[src/design/dsm_ram.sv]
// ----------------------------------------------------------------------------
// dsm_ram
// Generic single-port RAM with registered read.
// ----------------------------------------------------------------------------
module dsm_ram #(
  parameter int unsigned WIDTH = 8,
  parameter int unsigned DEPTH = 64,
  parameter int unsigned AW    = (DEPTH > 1) ? $clog2(DEPTH) : 1
) (
  input  logic             clk,
  input  logic             we,
  input  logic [AW-1:0]    addr,
  input  logic [WIDTH-1:0] wdata,
  output logic [WIDTH-1:0] rdata
);

  logic [WIDTH-1:0] mem [DEPTH];

  always_ff @(posedge clk) begin
    if (we) begin
      mem[addr] <= wdata;
    end else begin
      rdata <= mem[addr];
    end
  end

endmodule

[config.mk]
export PLATFORM = sky130hd
export DESIGN_NAME = dsm_ram
export DESIGN_NICKNAME = d
export VERILOG_FILES = /design/src/design/dsm_ram.sv
export SDC_FILE = /design/constraint.sdc
export NUM_CORES = 1
export LEC_CHECK = 0
export BUFFER_PORTS_ARGS = -buffer_cell sky130_fd_sc_hd__clkbuf_2
export CAP_MARGIN = 20
export CORE_ASPECT_RATIO = 0.6
export CORE_MARGIN = 3
export CORE_UTILIZATION = 30
export DETAILED_ROUTE_END_ITERATION = 8
export PLACE_DENSITY = 0.43
export SLEW_MARGIN = 20
export SYNTH_ARGS = -nofsm -noshare
export SYNTH_HDL_FRONTEND = slang
export SYNTH_SLANG_ARGS = --single-unit
[constraint.sdc]
create_clock -name clk -period 2.3 [get_ports clk]
set_input_delay 0.115 -clock clk [delete_from_list [all_inputs] [get_ports clk]]
set_output_delay 0.115 -clock clk [all_outputs]
set_load 0.05 [all_outputs]
==> results of run 1 <==
## state kept, by name (all words and copies together), names as in the netlist
register,cells
rdata,8
mem,512
## worst max-delay path by stage
| stage | to | cells after the start | slack (ns) |
|---|---|---|---|
| after floorplan | mem[11][0]$_DFFE_PP_ | 8 | 0.22 |
| after global placement | rdata[7]$_DFFE_PN_ | 10 | -0.43 |
| after detailed placement | rdata[7]$_DFFE_PN_ | 10 | -0.41 |
| after CTS | rdata[3]$_DFFE_PN_ | 4 | 0.03 |
| after global routing | rdata[7]$_DFFE_PN_ | 7 | 0.02 |
| final | rdata[1]$_DFFE_PN_ | 6 | 0.05 |
## cell usage in the layout (no fill, tap or decap), types with 3 or more instances in the layout
| master | count |
|---|---|
| nand3_1 | 14 |
| a311oi_1 | 4 |
| o32ai_1 | 5 |
| clkbuf_2 | 20 |
| or3_1 | 6 |
| mux2_2 | 15 |
| or4_1 | 6 |
| o221ai_1 | 11 |
| nor3_1 | 18 |
| clkbuf_1 | 14 |
| inv_1 | 4 |
| clkinv_2 | 6 |
| a221o_1 | 5 |
| nand2b_1 | 3 |
| mux2i_1 | 44 |
| bufinv_16 | 4 |
| clkbuf_16 | 49 |
| o22a_1 | 8 |
| edfxtp_1 | 520 |
| a21oi_1 | 21 |
| o22ai_1 | 36 |
| nor2b_1 | 3 |
| buf_4 | 265 |
| nor2_1 | 81 |
| nor4_1 | 4 |
| or2_2 | 3 |
| nand2_1 | 28 |
| clkinv_1 | 11 |
| o211ai_1 | 4 |
| a22o_1 | 11 |
| buf_12 | 33 |
| a22oi_1 | 80 |
| a211oi_1 | 6 |
| a221oi_1 | 62 |
| nor2b_4 | 4 |
| o21ai_0 | 32 |
| mux4_2 | 17 |
## per-layer routing
layer  wire length, µm  GRT usage, %
met1             34700          31.0
met5                 0             0
met4               830          2.94
met2             26300          25.3
met3              6450          5.95
## logic make-up (layout without fill, tap and decap cells)
group                  count (synthesis)  in the layout  share of synthesized area [%]
DFF                                  520            520                           77.6
AOI/OAI and AO/OA                    299            299                           11.0
and+or+nand+nor                      178            178                           4.05
buffers and inverters                 92            408                           2.22
muxes                                 78             78                           5.19
other                                  0              1                              0
## per-stage QoR
step / power (mW) / worst slack [ns] / hold WS, ns
after floorplan: 11.3 / 0.218 / 0.214
after global placement: 12.3 / -0.427 / 0.655
after detailed placement: 12.3 / -0.411 / 0.662
after CTS: 20.2 / 0.0282 / 0.0211
after global routing: 20.7 / 0.0213 / 0.0213
final: 20.0 / 0.0474 / 0.0283
## worst max-delay path: cells and delay by family (launching register included)
kind	cells	cell delay (ns)
buffers and inverters	1	0.16
AO/OA/AOI/OAI	4	1.06
AND/OR/NAND/NOR	1	0.43
flip-flops	1	0.37
## power groups by stage
| stage | clock network (mW) | logic (mW) | registers [mW] |
|---|---|---|---|
| global route | 8.45 | 1.66 | 10.5 |
| global placement | 0 | 1.55 | 10.8 |
| finish | 7.86 | 1.57 | 10.5 |
| detailed placement | 0 | 1.56 | 10.8 |
| CTS | 8.05 | 1.56 | 10.5 |
| floorplan | 0 | 0.557 | 10.8 |
## what timing repair did
| action | 4_1_cts | 5_1_grt |
|---|---|---|
| setup buffers | 0 | 0 |
| cloned | 0 | 0 |
| hold buffers | 0 | 0 |
| resized for setup | 1 | 5 |
| endpoints found under the setup margin | 1 | 5 |
## layout make-up
| class | instances | area share [%] |
|---|---|---|
| Timing Repair Buffer | 318 | 11.0 |
| Clock inverter | 23 | 0.832 |
| Inverter | 4 | 0.0598 |
| Tap cell | 888 | 4.43 |
| Clock buffer | 63 | 5.09 |
| Multi-Input combinational cell | 555 | 16.4 |
| Antenna cell | 1 | 0.00997 |
| Sequential cell | 520 | 62.2 |
==> impl_metrics.py, run 1 <==
metrics = {
    "logic_synthesis": {
        "syn-num-nets": 1183,
        "synth_edf_count": 520,
        "seq_area_frac_synth_pct": 77.6,
        "avgSynthCellArea_um2": 17.2,
        "synth.cells.most_frequent": "edfxtp_1 (520), nor2_1 (82), a22oi_1 (80)",
        "synth_area_mm2": 0.0201,
        "synth_area_leaders": "edfxtp_1 (78%), a22oi_1 (3.0%), a221oi_1 (2.8%), mux2i_1 (2.2%), mux4_2 (1.9%)",
        "yosys_warnings": 0,
        "async_reset_ff_share_pct": 0,
        "yosys.area.top_type": "edfxtp_1",
        "synth_ff_type": "edfxtp_1",
        "syn_inst": 1167,
        "synth_most_common_cell": "edfxtp_1",
        "synth-seq-cells": 520,
        "synth_top_area_share_pct": 77.6,
        "synth_cell_types": 47,
    },
    "finish": {
        "multiInputGateArea_mm2": 0.00413,
        "final_cells": 2372,
        "seqCellArea_mm2": 0.0156,
        "final_cell_area_mm2": 0.0251,
        "final_util_pct": 38.4,
        "layout-drive-gt1-share_pct": 28.7,
        "fill_cells": 6085,
        "area_growth_pct": 24.7,
        "nets": 1463,
    },
    "global_route": {
        "antenna_found_initial": 4,
        "grt_use_total_pct": 19.3,
        "grt_first_pass_wirelength_um": 95700,
        "overflow": 0,
        "grt_pass1_vias": 12110,
        "grt_max_degree": 65,
    },
    "routing": {
        "vias": 12330,
        "drt_iter0_markers": 1562,
        "ant_nets": 0,
        "wire_per_inst_um": 28.8,
        "firstDrtPassIters": 5,
        "wl_um": 68200,
        "drc": 0,
        "via_per_inst": 5.20,
    },
    "power": {
        "vdd.ir_drop.worst_uv": 434,
        "p_sw_share_pct": 22.7,
        "sequentialPowerShare_pct": 52.8,
        "pwr-share-clk_pct": 39.3,
        "p_sw_mw": 4.53,
        "p_int_mw": 15.5,
        "power.density_mw_per_mm2": 796,
        "p_leak_nw": 8.38,
        "pwr-share-comb_pct": 7.9,
    },
    "setup_path": {
        "cp.required_ns": 2.64,
        "crit_arrival_ns": 2.59,
        "critPathLaunchType": "register",
        "rrSetupSlack_ns": 0.05,
        "rr_startpoint": "mem[47][1]$_DFFE_PP_",
        "worst-setup-path-type": "register to register",
        "crit_slowest_cell": "or3_1",
        "worstPathMaxFanout": 1,
        "crit_start": "mem[47][1]$_DFFE_PP_",
        "crit_top_cell": "o21ai_0",
        "rr_worst_depth": 6,
        "critPathCaptureType": "register",
        "r2r-end": "rdata[1]$_DFFE_PN_",
        "slowest_delay_ns": 0.43,
        "crit_chain": "a22oi_1 > o21ai_0 > buf_4 > o21ai_0 > o311ai_0 > or3_1",
    },
    "clock_network": {
        "cts_tree": "done",
        "clockBufferDepth": 3,
        "cts_sinks": 520,
        "clk_pin_slew_ns": 0.07,
        "clk_latency_ns": 0.59,
        "clockRootBuffer": "clkbuf_16",
        "cts_buffers": 48,
        "cts_htree_levels": 2,
    },
    "timing": {
        "skew_ns": 0.0174,
        "clock.fmax_mhz": 444,
        "hold_viol": 0,
        "slew_viol_final": 0,
        "setup_tns_ns": 0,
        "worstMarginPinSlew_ns": 0.864,
        "period_share_pct": 97.9,
        "slew_headroom_pct": 42.4,
        "period_needed_ns": 2.25,
        "rsz0062_at_grt": "false",
        "setup_violations": 0,
    },
    "floorplan": {
        "dieArea_mm2": 0.0703,
        "ios": 24,
        "die_w_um": 340,
        "core-area_mm2": 0.0654,
        "die_h_um": 207,
        "start_util_pct": 30.8,
        "std_cell_rows": 72,
    },
    "place": {
        "portBuffers": 23,
        "gp_congestion": 0.827,
        "place_inst": 2285,
        "hpwl_um": 46700,
        "place_area_mm2": 0.0236,
    },
    "outcome": {
        "status": "finished clean",
    },
    "min_path": {
        "min_path_type": "input port to register",
        "min_path_cells": 2,
        "min_to": "mem[38][2]$_DFFE_PP_",
        "min_from": "wdata[2]",
    },
    "job": {
        "maxCapViolCount": 0,
    },
}
(Power assumes the default switching activity.)
==> run 2: changes to the inputs <==
CORE_UTILIZATION = 58   (was 30)
PLACE_DENSITY = 0.73   (was 0.43)
==> run 2 against run 1 <==
Against the previous run:
- sequential share of layout area increased by 3.1 points
- setup slack improved by 0.029 ns
- combinational power decreased by 11%
- power decreased by 3.0%
- final area decreased by 4.7%
- first-iteration DRC count increased by 29%
- global-route usage increased by 12 points
- clock skew increased by 0.00067 ns
- via count increased by 4.6%
- maximum frequency increased by 1.3%
- worst hold slack got worse by 0.0024 ns
- critical path type unchanged
- largest cell class unchanged
==> impl_metrics.py, run 2 (synthesis results as in run 1) <==
metrics = {
    "outcome": {
        "status": "finished clean",
    },
    "clock_network": {
        "clk_pin_slew_ns": 0.07,
        "ctsHoldBuffers": 0,
        "clockRootBuffer": "clkbuf_16",
        "cts-resized-gates": 0,
        "clockBufferDepth": 3,
        "cts_buffers": 44,
        "cts_htree_levels": 2,
        "cts_sinks": 520,
        "clk_latency_ns": 0.57,
        "post_cts_buffers": 0,
        "cts_tree": "done",
    },
    "finish": {
        "final_common_cell": "edfxtp_1",
        "top_regs": "mem: 512 flops, rdata: 8 flops",
        "final_cells": 1884,
        "largest_reg_flops": 512,
        "area_growth_pct": 18.8,
        "final_util_pct": 70.4,
        "layout-drive-gt1-share_pct": 26.1,
        "layout_common_cells": "edfxtp_1 (520), buf_4 (223), nor2_1 (81)",
        "top_register": "mem",
        "nets": 1405,
    },
    "setup_path": {
        "critPathLaunchType": "register",
        "rr_worst_depth": 4,
        "cp.required_ns": 2.60,
        "critPathCaptureType": "register",
        "worst-setup-path-type": "register to register",
        "rr_startpoint": "mem[44][3]$_DFFE_PP_",
        "r2r-end": "rdata[3]$_DFFE_PN_",
        "rrSetupSlack_ns": 0.08,
        "crit_arrival_ns": 2.52,
        "worstPathMaxFanout": 1,
    },
    "min_path": {
        "min_path_type": "input port to register",
        "min_from": "wdata[5]",
        "min_to": "mem[18][5]$_DFFE_PP_",
        "min_path_cells": 1,
    },
    "timing": {
        "slew_headroom_pct": 33.0,
        "holdWs_ns": 0.0259,
        "hold_viol": 0,
        "setup_violations": 0,
        "period_share_pct": 96.7,
        "worstMarginPinSlew_ns": 1.01,
        "rsz0062_at_grt": "false",
        "fin_ws_ns": 0.0760,
        "skew_ns": 0.0181,
        "slew_viol_final": 0,
        "clock.fmax_mhz": 450,
        "period_needed_ns": 2.22,
        "setup_tns_ns": 0,
    },
    "power": {
        "p_leak_nw": 8.02,
        "vdd.ir_drop.worst_uv": 875,
        "power.density_mw_per_mm2": 810,
    },
    "floorplan": {
        "start_util_pct": 59.3,
        "dieArea_mm2": 0.0371,
        "die_h_um": 150,
        "core-area_mm2": 0.0340,
        "die_w_um": 247,
        "ios": 24,
        "std_cell_rows": 52,
    },
    "routing": {
        "wire_per_inst_um": 30.2,
        "via_per_inst": 6.85,
        "vias": 12896,
        "firstDrtPassIters": 5,
        "wl_um": 56900,
        "ant_nets": 0,
        "drc": 0,
        "drt_iter0_markers": 2013,
    },
    "place": {
        "post-place-ws_ns": -0.238,
        "portBuffers": 23,
        "place_inst": 1801,
        "hpwl_um": 37100,
        "gp_congestion": 0.969,
    },
    "global_route": {
        "grt_first_pass_wirelength_um": 82600,
        "antenna_found_initial": 2,
        "grt_use_total_pct": 31.1,
        "overflow": 0,
        "grt_max_degree": 65,
        "grt_pass1_vias": 12255,
    },
    "job": {
        "maxCapViolCount": 0,
    },
}
run 2: worst max path at each step:
| stage | end | slack [ns] | cells after the start | startpoint |
|---|---|---|---|---|
| final | rdata[3]$_DFFE_PN_ | 0.08 | 4 | mem[44][3]$_DFFE_PP_ |
| after CTS | rdata[0]$_DFFE_PN_ | 0.07 | 7 | mem[60][0]$_DFFE_PP_ |
| after floorplan | mem[11][0]$_DFFE_PP_ | 0.22 | 8 | addr[2] |
| after global placement | rdata[2]$_DFFE_PN_ | -0.20 | 8 | addr[0] |
| after global routing | rdata[3]$_DFFE_PN_ | 0.02 | 4 | mem[44][3]$_DFFE_PP_ |
| after detailed placement | rdata[3]$_DFFE_PN_ | -0.24 | 6 | addr[0] |
run 2: power breakdown:
part	switching (mW)	internal, mW
logic	0.902	0.501
clock network	3.37	4.07
registers	0.0294	10.5
total	4.30	15.1
run 2: cell type report:
| class | instances | area (µm²) |
|---|---|---|
| flip-flops and latches | 520 | 15600 |
| clock buffers | 55 | 1160 |
| well taps | 459 | 574 |
| inverters | 4 | 15.0 |
| fillers | 2103 | 10000 |
| repair buffers | 264 | 2190 |
| clock inverters | 26 | 245 |
| diodes | 1 | 2.50 |
| multi-input cells | 555 | 4110 |
run 2: per-stage QoR:
step,total power [mW],area (µm²)
after global routing,19.9,23900
after floorplan,11.3,20100
after global placement,12.0,22500
final,19.4,23900
after detailed placement,12.1,22500
after CTS,19.4,23900
run 2: critical path: stages, from the launching register on:
cell and delay (ns):
edfxtp_1 0.37, a221oi_1 0.55, o22a_1 0.25, o22ai_1 0.22
or4_1 0.57
run 2: metal layers:
| layer | GRT usage (%) | vias to the layer above | wire length, µm |
|---|---|---|---|
| met2 | 43.2 | 1088 | 24100 |
| li1 | - | 5282 | - |
| met4 | 8.26 | 2 | 1660 |
| met3 | 12.5 | 120 | 9400 |
| met5 | 1.87 | - | 96 |
| met1 | 45.9 | 6404 | 21600 |
