### src/design/dsm_pkg.sv
// ----------------------------------------------------------------------------
// dsm_pkg
// Shared types, constants and the frame header parser for the device
// silence monitor.
// ----------------------------------------------------------------------------
package dsm_pkg;

  localparam int unsigned DEVICE_SLOTS_DEF = 64;
  localparam int unsigned RESULT_CAP       = 64;
  localparam int unsigned CAP_W            = $clog2(RESULT_CAP + 1);

  localparam logic [19:0] US_PER_S       = 20'd1000000;
  // one million = 15625 << 6; 15625 is divided by a reciprocal multiply
  localparam logic [13:0] US_ODD         = 14'd15625;
  localparam logic [30:0] US_RECIP       = 31'd1125899907;
  localparam int unsigned US_RECIP_SHIFT = 44;
  localparam logic [15:0] BROADCAST_ADDR = 16'hFFFF;
  localparam logic [15:0] THRESH_RESET   = 16'd120;
  localparam logic [15:0] THRESH_MIN     = 16'd5;
  localparam logic [7:0]  FRAMES_NEEDED_RESET = 8'd5;
  localparam logic [1:0]  MODE_NONE  = 2'd0;
  localparam logic [1:0]  MODE_SHORT = 2'd2;
  localparam logic [6:0]  MIN_LEN    = 7'd5;

  // configuration register indexes
  localparam logic CFG_THRESHOLD     = 1'b0;
  localparam logic CFG_FRAMES_NEEDED = 1'b1;

  // event kinds
  localparam logic KIND_RECOVER = 1'b0;
  localparam logic KIND_SILENT  = 1'b1;

  typedef struct packed {
    logic              used;
    logic              down;
    logic [7:0]        count;
    logic [15:0]       addr;
    logic [63:0]       seen;
    logic signed [7:0] rssi;
    logic [7:0]        lqi;
  } entry_t;

  typedef struct packed {
    logic        ok;
    logic [15:0] addr;
  } src_t;

  // Locate the short source address in the MAC header.
  function automatic src_t parse_src(input logic [63:0] low, input logic [63:0] mid,
                                     input logic [7:0] top, input logic [6:0] len);
    logic [135:0] bytes;
    logic [15:0]  fcf;
    logic [1:0]   dmode;
    logic [1:0]   smode;
    logic [4:0]   pos;
    logic [135:0] shifted;
    src_t         r;
    bytes = {top, mid, low};
    fcf   = low[15:0];
    dmode = fcf[11:10];
    smode = fcf[15:14];
    pos   = 5'd3;
    if (dmode != MODE_NONE) pos = pos + ((dmode == MODE_SHORT) ? 5'd4 : 5'd10);
    if (!fcf[6]) pos = pos + 5'd2;
    shifted = bytes >> {pos, 3'b000};
    r.addr = shifted[15:0];
    r.ok   = (len >= MIN_LEN) && (smode == MODE_SHORT) &&
             ({2'b00, pos} + 7'd2 <= len) && (shifted[15:0] != BROADCAST_ADDR);
    return r;
  endfunction

endpackage

### src/design/dsm_div.sv
// ----------------------------------------------------------------------------
// dsm_div
// Divides a 64-bit value by one million: drops six low bits, then takes
// four 16-bit digits by 15625 with a reciprocal multiply and remainder step.
// ----------------------------------------------------------------------------
module dsm_div
  import dsm_pkg::*;
(
  input  logic        clk,
  input  logic        rst,
  input  logic        start,
  input  logic [63:0] dividend,
  output logic        done,
  output logic [63:0] quotient
);

  logic [2:0]  cnt;
  logic        phase;
  logic [13:0] rem;
  logic [63:0] work;
  logic [63:0] acc;
  logic [29:0] vin;
  logic [29:0] vreg;
  logic [15:0] qd;
  logic [60:0] prod;
  logic [29:0] back;
  logic [29:0] rem_full;

  // partial dividend: remainder so far plus the next digit, below 15625 * 2^16
  assign vin      = {rem, work[63:48]};
  assign prod     = {31'd0, vin} * {30'd0, US_RECIP};
  assign back     = {14'd0, qd} * {16'd0, US_ODD};
  assign rem_full = vreg - back;
  assign quotient = acc;

  always_ff @(posedge clk) begin
    if (rst) begin
      cnt   <= '0;
      phase <= 1'b0;
      done  <= 1'b0;
    end else begin
      done <= 1'b0;
      if (start) begin
        cnt   <= 3'd4;
        phase <= 1'b0;
        rem   <= '0;
        work  <= {6'd0, dividend[63:6]};
        acc   <= '0;
      end else if (cnt != 3'd0) begin
        if (!phase) begin
          vreg  <= vin;
          qd    <= prod[US_RECIP_SHIFT +: 16];
          work  <= {work[47:0], 16'd0};
          phase <= 1'b1;
        end else begin
          rem   <= rem_full[13:0];
          acc   <= {acc[47:0], qd};
          cnt   <= cnt - 3'd1;
          phase <= 1'b0;
          if (cnt == 3'd1) done <= 1'b1;
        end
      end
    end
  end

endmodule

### config.mk
export PLATFORM = sky130hd
export DESIGN_NAME = dsm_div
export DESIGN_NICKNAME = d
export VERILOG_FILES = /design/src/design/dsm_pkg.sv /design/src/design/dsm_div.sv
export SDC_FILE = /design/constraint.sdc
export NUM_CORES = 1
export LEC_CHECK = 0
export BUFFER_PORTS_ARGS = -buffer_cell sky130_fd_sc_hd__buf_2
export CAP_MARGIN = 10
export CORE_UTILIZATION = 35
export DETAILED_ROUTE_END_ITERATION = 12
export HOLD_SLACK_MARGIN = 0.02
export SETUP_SLACK_MARGIN = 0.5
export SYNTH_ARGS = -nofsm -noshare
export SYNTH_HDL_FRONTEND = slang
export SYNTH_SLANG_ARGS = --single-unit
### constraint.sdc
create_clock -name clk -period 7 [get_ports clk]
set_input_delay 2.1 -clock clk [delete_from_list [all_inputs] [get_ports clk]]
set_output_delay 2.1 -clock clk [all_outputs]
set_load 0.01 [all_outputs]
==> reports/qor.txt, run 1 <==
Status = finished with violations
Failing checks = negative setup slack
Fill cells = 6076
Detailed Place HPWL = 50080 µm
Vias in the first global route = 15773
Asr flop ratio synth = 0%
Clk Latency, worst-skew pair = 0.44 ns
Critical Path End Type = flip-flop
Vias per cell = 4.676
Drt initial violations = 743
Yosys top cell area share = 29.49%
Global-route wire length before repair = 88820 µm
Sum Neg Setup Slack = -0.07506 ns
Cells after Synth = 1956
Main synth FF type = edfxtp_1
Sequential-to-total area share from yosys stat = 23.65%
TritonCTS clock tree = built
CP required = 7.17 ns
# DRC = 0
Area of the die = 64630 µm²
RSZ-0062 raised after global routing = true
H-Tree Depth = 4
Crit path from = work[53]$_DFFE_PP_
Commonest non-fill, non-tap cell in the layout = inv_1
Clock sink total = 177
Min-Delay Path Class = reg -> reg
Die Ht = 254.2 µm
DIE WIDTH = 254.2 µm
Bufs and invs on worst path = 7
Largest net degree at the start of global routing = 76
Setup-failing EPs final = 4
Flops & latches, synth = 177
Share of cells above drive strength 1 = 22.98%
Worst setup path class = reg -> reg
Reg2Reg Setup Slack = -0.04 ns
RR Endpoint = qd[9]$_DFFE_PP_
Syn Std Cell Area = 22270 µm²
Worst flop-to-flop path startpoint = work[53]$_DFFE_PP_
Synth area leader = fa_1
Worst Path Max Fanout = 4
Reg2reg path depth = 24
Clock Path Buffers = 2
Synth unique cells = 70
Max-slew violations = 0
DRT antenna net count = 0
CP max stage delay = 0.58 ns
Commonest non-fill, non-tap cells in the layout = 531 x inv_1, 366 x ha_1, 305 x fa_1
Fmax = 142.1 MHz
Rel. slew slack = 46.58%
Starting density of the core = 35.36%
Final nets = 3043
Core area = 62970 µm²
Total gr overflow = 0
Number of flops mapped to enable cells by yosys = 172
Min cycle time layout = 7.036 ns
CTS buffer count = 17
Io pins = 132
Family with the most delay on the worst path = adder cells
FP Rows = 92
Critical Path Slowest Stage Cell = fa_2
Ant diodes = 0
RePlAce Congestion = 0.9368
Startpoint Class = flip-flop
Syn Area/Cell = 11.38 µm²
DRT Wirelength = 57270 µm
Area grow syn2layout = 19.46%
Initial antenna violation count = 1
Actual transition at the worst max-transition pin = 0.8012 ns
Arrival @ worst endpoint = 7.21 ns
Fin. Hold Viols = 0
CP endpoint = qd[9]$_DFFE_PP_
Period Utilization, post-route = 100.5%
Drt first pass iters = 5
Syn_nets = 2744
Largest cells by area after synthesis = fa_1 29%, edfxtp_1 23%, ha_1 22%, inv_1 9.2%, nor2b_1 2.1%
Wire length per cell = 18.40 µm
Port Buffers = 125
Min setup slack post-route = -0.03593 ns
Vias = 14555
Global-route usage over all layers = 18.40%
WP depth = 24
Worst path cell trace = inv_2 -> fa_2 -> inv_2 -> fa_1 -> inv_1 -> fa_1 -> fa_2 -> inv_2 -> fa_1 -> fa_2 -> fa_1 -> inv_2 -> fa_1 -> inv_2 -> ha_4 -> nand4_1 -> a2111oi_4 -> and2_4 -> a221oi_4 -> a21oi_4 -> buf_12 -> a21oi_4 -> a311oi_2 -> a41oi_2
Reported max-cap violation count = 0
Worst Skew = 0.008835 ns
CTS clock-pin slew for the worst setup and hold paths = 0.07 ns
Ys Warns = 0
Root Buffer = clkbuf_16
## worst min-delay path: stages (launching register included)
cell and delay (ns):
dfxtp_1 0.31, nor2_1 0.09, a2111oi_0 0.06
## per-stage QoR
step	worst slack, ns	hold slack, ns	utilization (%)	area, µm²	std cells
final	-0.03593	0.5168	42.25	26600	3113
after global routing	-0.2350	0.5602	42.25	26600	3113
after CTS	0.03218	0.5255	41.81	26320	3107
after detailed placement	-0.2634	0.5150	39.96	25160	3057
after global placement	-0.2439	0.4920	39.96	25160	3057
after floorplan	0.4253	0.4741	-	22400	1956
## sequential cells by signal (all words and copies together) (netlist names)
signal    count
vreg         14
done          1
quotient     64
qd           16
phase         1
cnt           3
work         64
rem          14
## what timing repair did
item | 4_1_cts | 5_1_grt
hold buffers | 0 | 0
pin swaps | 36 | 37
endpoints found under the hold margin | 0 | 0
endpoints found under the setup margin | 16 | 16
setup buffers | 19 | 6
resized for setup | 86 | 52
## layout make-up
cell class	instances	area, µm²	share of cell area (%)
Timing Repair Buffer	302	2031	7.634
Clock inverter	14	152.6	0.5738
Inverter	548	2057	7.733
Tap cell	846	1059	3.979
Multi-Input combinational cell	1209	15610	58.69
Sequential cell	177	5265	19.79
Clock buffer	17	425.4	1.599
## worst min-delay path by stage
stage	startpoint	end	slack [ns]	cells past startpoint
after floorplan	cnt[1]$_SDFFE_PN0P_	cnt[1]$_SDFFE_PN0P_	0.47	2
after global placement	cnt[1]$_SDFFE_PN0P_	cnt[1]$_SDFFE_PN0P_	0.49	2
after detailed placement	cnt[1]$_SDFFE_PN0P_	cnt[1]$_SDFFE_PN0P_	0.52	2
after CTS	cnt[1]$_SDFFE_PN0P_	cnt[1]$_SDFFE_PN0P_	0.53	2
after global routing	cnt[1]$_SDFFE_PN0P_	cnt[1]$_SDFFE_PN0P_	0.56	2
final	cnt[1]$_SDFFE_PN0P_	cnt[1]$_SDFFE_PN0P_	0.52	2
## cell usage after synthesis, types with 9 or more instances
master    count
xor2_1       13
ha_1        393
clkbuf_1     14
nand2_1      28
o21ai_0      20
nand3_1      14
mux2_2       42
nor3_1       10
xnor2_1      29
a21o_1       18
or2_2         9
a21oi_1      40
inv_1       548
fa_1        328
edfxtp_1    172
and2_1       19
nand4_1      13
nor2b_1      76
nor2_1       47
## kinds of logic (layout without fill, tap and decap cells)
kind of cell             count (synthesis)  after routing  share of synthesized area (%)
adder cells (fa/ha/maj)                721            721                          51.57
buffers and inverters                  570            881                          9.710
XOR/XNOR                                42             42                          1.652
flip-flops                             177            177                          23.65
multiplexers                            43             43                          2.169
AND/OR/NAND/NOR                        243            243                          6.063
AO/OA/AOI/OAI                          160            160                          5.187
## layer usage
metal  vias to the layer above  global-route usage (%)  part of all wire, %
met1                      7383                   24.53                   45
li1                       6858                       -                    -
met4                         0                   5.112                  2.6
met2                       252                   31.94                   50
met5                         -                       0                    0
met3                        62                   1.490                  2.6
Power of run 1 is left out: the tool's default activity adds up to more than one toggle a clock period on the data nets, which glitch-free logic cannot reach.
==> run 2, diff against run 1 <==
- CORE_MARGIN: default -> 3
==> run 2 against run 1 <==
Compared with the run above: the run now ends clean; die area grew 3.2%; worst hold slack gained 0.0033 ns; flip-flop and latch count is the same; routed wire length grew 1.8%.
==> reports/qor.txt, run 2 (synthesis results as in run 1) <==
Port Buffers = 125
Fin. Hold Viols = 0
Root Buffer = clkbuf_16
FP Rows = 91
Worst setup path class = reg -> reg
CTS clock-pin slew for the worst setup and hold paths = 0.07 ns
Actual transition at the worst max-transition pin = 1.040 ns
Vias in the first global route = 16209
Io pins = 132
Reported max-cap violation count = 0
Initial antenna violation count = 0
Share of cells above drive strength 1 = 24.19%
Period Utilization, post-route = 99.96%
Rel. slew slack = 30.49%
Min-Delay Path Class = reg -> reg
Worst flop-to-flop path startpoint = work[59]$_SDFFCE_PP0P_
Drt initial violations = 814
Total gr overflow = 0
Largest net degree at the start of global routing = 79
Detailed Place HPWL = 51450 µm
CP required = 7.19 ns
Worst Path Max Fanout = 3
Min cycle time layout = 6.997 ns
Drt first pass iters = 7
Clk Latency, worst-skew pair = 0.44 ns
Crit path from = work[59]$_SDFFCE_PP0P_
Commonest non-fill, non-tap cell in the layout = inv_1
Final nets = 3057
Global-route usage over all layers = 18.00%
Sequential Area = 5265 µm²
Fmax = 142.9 MHz
Worst Skew = 0.01211 ns
DRT antenna net count = 0
Arrival @ worst endpoint = 7.18 ns
# DRC = 0
H-Tree Depth = 4
HP Start = cnt[1]$_SDFFE_PN0P_
Wire length per cell = 18.68 µm
Clock sink total = 177
Critical Path End Type = flip-flop
Commonest non-fill, non-tap cells in the layout = 526 x inv_1, 365 x ha_1, 300 x fa_1
TritonCTS clock tree = built
Startpoint Class = flip-flop
RePlAce Congestion = 0.9319
Clock Path Buffers = 2
Sum Neg Setup Slack = 0 ns
DIE WIDTH = 258.2 µm
CTS buffer count = 17
Core area = 62280 µm²
Global-route wire length before repair = 91600 µm
Status = completed
Fill cells = 5923
Starting density of the core = 35.75%
DRT Wirelength = 58280 µm
Vias = 14695
RSZ-0062 raised after global routing = true
Area grow syn2layout = 19.94%
Area of the die = 66680 µm²
Max-slew violations = 0
Die Ht = 258.2 µm
Vias per cell = 4.710
Setup-failing EPs final = 0
Multi-input logic area = 15610 µm²
==> run 2: through the flow <==
stage	setup slack [ns]	cell area, µm²	hold slack [ns]	util (%)	std cells
finish	0.002688	26710	0.5202	42.88	3120
global route	-0.2257	26700	0.5435	42.88	3119
CTS	0.02253	26450	0.5212	42.46	3114
detailed placement	-0.3427	25260	0.5107	40.56	3064
global placement	-0.2727	25260	0.4913	40.56	3064
floorplan	0.4253	22400	0.4741	-	1956
==> run 2: final timing paths <==
path / depth (start not counted) / end / slack [ns]
worst min-delay path: 2 / cnt[1]$_SDFFE_PN0P_ / 0.52
worst min register to register: 2 / cnt[1]$_SDFFE_PN0P_ / 0.52
worst max register to register: 24 / qd[0]$_DFFE_PP_ / 0.003
worst max-delay path: 24 / qd[0]$_DFFE_PP_ / 0.003
==> run 2: worst max-delay path, cell delays in order, from the launching register on <==
cell	delay (ns)
edfxtp_1	0.39
buf_6	0.16
buf_4	0.15
ha_4	0.27
inv_2	0.04
fa_2	0.60
inv_2	0.05
fa_1	0.49
inv_1	0.05
fa_1	0.46
fa_1	0.57
fa_2	0.49
fa_1	0.54
inv_2	0.06
fa_1	0.52
inv_2	0.05
ha_4	0.26
a211oi_4	0.25
o221ai_2	0.15
a221o_1	0.32
a211oi_2	0.22
nor2_1	0.07
o31a_1	0.27
nor4b_2	0.23
a311oi_1	0.08
==> run 2: metal layers <==
layer / share of wire, % / routed length (µm) / GRT usage, % / up-vias
met4: 4.4 / 2543 / 6.984 / 0
met3: 3.6 / 2110 / 2.433 / 91
li1: - / - / - / 6899
met2: 50 / 28860 / 31.43 / 301
met5: 0 / 0 / 0 / -
met1: 42 / 24770 / 22.66 / 7404
==> run 2: what timing repair did <==
action | in CTS | in global routing
buffers inserted | 18 | 5
setup endpoints to repair | 16 | 16
hold endpoints to repair | 0 | 0
gates resized for setup | 104 | 48
pin swaps | 65 | 22
hold buffers | 0 | 0
==> run 2: final cells by class <==
class | instances | area share (%)
antenna | 1 | 0.009370
clock buffer | 17 | 1.593
clock inverter | 15 | 0.6184
inverter | 548 | 7.702
multi-input combinational | 1209 | 58.44
sequential | 177 | 19.71
tap | 837 | 3.921
timing repair buffer | 316 | 8.007
Power of run 2 is left out for the same reason.
==> run 3, diff against run 2 <==
--- a/config.mk
+++ b/config.mk
@@ -12,2 +12,3 @@
 export DETAILED_ROUTE_END_ITERATION = 12
+export GPL_TIMING_DRIVEN = 0
 export HOLD_SLACK_MARGIN = 0.02
--- a/constraint.sdc
+++ b/constraint.sdc
@@ -3,2 +3,2 @@
 set_output_delay 2.1 -clock clk [all_outputs]
-set_load 0.01 [all_outputs]
+set_load 0.005 [all_outputs]
==> run 3 against run 2 <==
Compared with the run above: critical path depth decreased by 2; critical endpoint unchanged; register-to-register slack got worse by 0.11 ns; the run now ends with negative setup slack left; die area unchanged; worst setup slack got worse by 0.11 ns; first-iteration DRC count increased by 10%; clock skew decreased by 0.00064 ns; sequential share of layout area increased by 0.34 points; core utilization decreased by 0.73 points; final area decreased by 1.7%.
==> reports/qor.txt, run 3 (synthesis results as in run 1) <==
Status = finished with violations
Failing checks = negative setup slack
# DRC = 0
Arrival @ worst endpoint = 7.27 ns
CP required = 7.16 ns
Area of the die = 66680 µm²
Die Ht = 258.2 µm
Period Utilization, post-route = 101.6%
Vias per cell = 4.724
Setup-failing EPs final = 5
Clock Path Buffers = 2
RR Endpoint = qd[0]$_DFFE_PP_
Fill cells = 5871
Detailed Place HPWL = 49030 µm
Worst Hold End = cnt[1]$_SDFFE_PN0P_
Drt initial violations = 896
Core area = 62280 µm²
Global-route usage over all layers = 18.06%
Max-slew violations = 0
Fmax = 140.6 MHz
Area grow syn2layout = 17.90%
Reg2reg path depth = 22
Fin. Hold Viols = 0
Min setup slack post-route = -0.1101 ns
Rel. slew slack = 42.37%
Clk Latency, worst-skew pair = 0.43 ns
Multi-input logic area = 15650 µm²
Min cycle time layout = 7.110 ns
Pre-CTS WS = -1.194 ns
Commonest non-fill, non-tap cells in the layout = 518 x inv_1, 362 x ha_1, 305 x fa_1
Reg2Reg Setup Slack = -0.11 ns
Commonest non-fill, non-tap cell in the layout = inv_1
RSZ-0062 raised after global routing = true
Starting density of the core = 35.75%
CP max stage delay = 0.62 ns
DRT antenna net count = 0
Largest net degree at the start of global routing = 37
Worst Path Max Fanout = 4
Vias = 14376
Worst path cell trace = buf_12 -> fa_2 -> inv_2 -> fa_2 -> fa_1 -> inv_1 -> fa_1 -> fa_1 -> fa_2 -> fa_2 -> inv_2 -> fa_1 -> inv_2 -> ha_4 -> a211oi_2 -> o221ai_1 -> a221o_1 -> a211oi_1 -> nor2_1 -> o31a_1 -> nor4b_2 -> a311oi_2
Vias in the first global route = 15987
Io pins = 132
RePlAce Congestion = 0.9202
CTS Hold Bufs = 0
DIE WIDTH = 258.2 µm
Startpoint Class = flip-flop
Ant diodes = 0
Sequential Area = 5265 µm²
Total gr overflow = 0
Bufs and invs on worst path = 5
Final nets = 2981
Critical Path End Type = flip-flop
Wire length per cell = 19.12 µm
Hold Path Stages = 2
WP depth = 22
FP Rows = 91
HP Start = cnt[1]$_SDFFE_PN0P_
CTS buffer count = 17
Critical Path Slowest Stage Cell = fa_2
TritonCTS clock tree = built
Reported max-cap violation count = 0
Min-Delay Path Class = reg -> reg
Family with the most delay on the worst path = adder cells
Share of cells above drive strength 1 = 21.08%
Initial antenna violation count = 0
Global-route wire length before repair = 91980 µm
Drt first pass iters = 5
Clock sink total = 177
Actual transition at the worst max-transition pin = 0.8624 ns
H-Tree Depth = 4
Worst setup path class = reg -> reg
Worst Skew = 0.01146 ns
Worst flop-to-flop path startpoint = work[59]$_SDFFCE_PP0P_
DRT Wirelength = 58180 µm
Port Buffers = 124
WHS = 0.5155 ns
CTS clock-pin slew for the worst setup and hold paths = 0.07 ns
Root Buffer = clkbuf_16
-- run 3: cell count changes in the layout (fill, tap and decap cells not counted), sizes merged --
cell      before  now
buf          316  226
clkbuf        17   31
clkinvlp       1    3
diode          1    0
inv          558  556
-- run 3: worst max-delay path by stage --
stage | endpoint | from | slack, ns
final | qd[0]$_DFFE_PP_ | work[59]$_SDFFCE_PP0P_ | -0.11
after global routing | qd[0]$_DFFE_PP_ | work[59]$_SDFFCE_PP0P_ | -0.30
after CTS | qd[0]$_DFFE_PP_ | work[59]$_SDFFCE_PP0P_ | -0.007
after detailed placement | qd[14]$_DFFE_PP_ | work[60]$_SDFFCE_PP0P_ | -1.19
after global placement | qd[14]$_DFFE_PP_ | work[60]$_SDFFCE_PP0P_ | -1.16
after floorplan | qd[9]$_DFFE_PP_ | work[52]$_DFFE_PP_ | 0.43
-- run 3: layer usage --
metal	up-vias	part of all wire, %	track usage (%)
met1	7223	43	23.61
li1	6743	-	-
met2	331	49	31.31
met3	79	3.9	2.003
met5	-	0	0
met4	0	3.7	5.997
-- run 3: repair_timing --
action                                  4_1_cts  5_1_grt
resized for setup                           113       55
pin swaps                                    52       42
endpoints found under the setup margin       16       16
buffers inserted                             74       17
-- run 3: final cells by class --
cell class / instances / area share, %
plain buffers: 22 / 0.4004
inverters: 548 / 7.855
clock inverters: 15 / 0.5481
well taps: 837 / 3.989
clock buffers: 17 / 1.621
flip-flops and latches: 177 / 20.06
multi-input cells: 1209 / 59.61
repair buffers: 218 / 5.920
-- run 3: through the flow --
stage | TNS, ns | utilization, % | std cells | area [µm²]
after floorplan | 0 | - | 1956 | 22400
after global placement | -53.89 | 38.65 | 2917 | 24070
after detailed placement | -9.653 | 38.78 | 2920 | 24150
after CTS | -0.007473 | 41.66 | 3026 | 25950
after global routing | -1.881 | 42.15 | 3043 | 26250
final | -0.2878 | 42.15 | 3043 | 26250
-- run 3: worst min-delay path, stage by stage (launching register included) --
cell and delay (ns):
dfxtp_1 0.31, nor2_1 0.09, a2111oi_0 0.06
Power of run 3 is left out for the same reason.
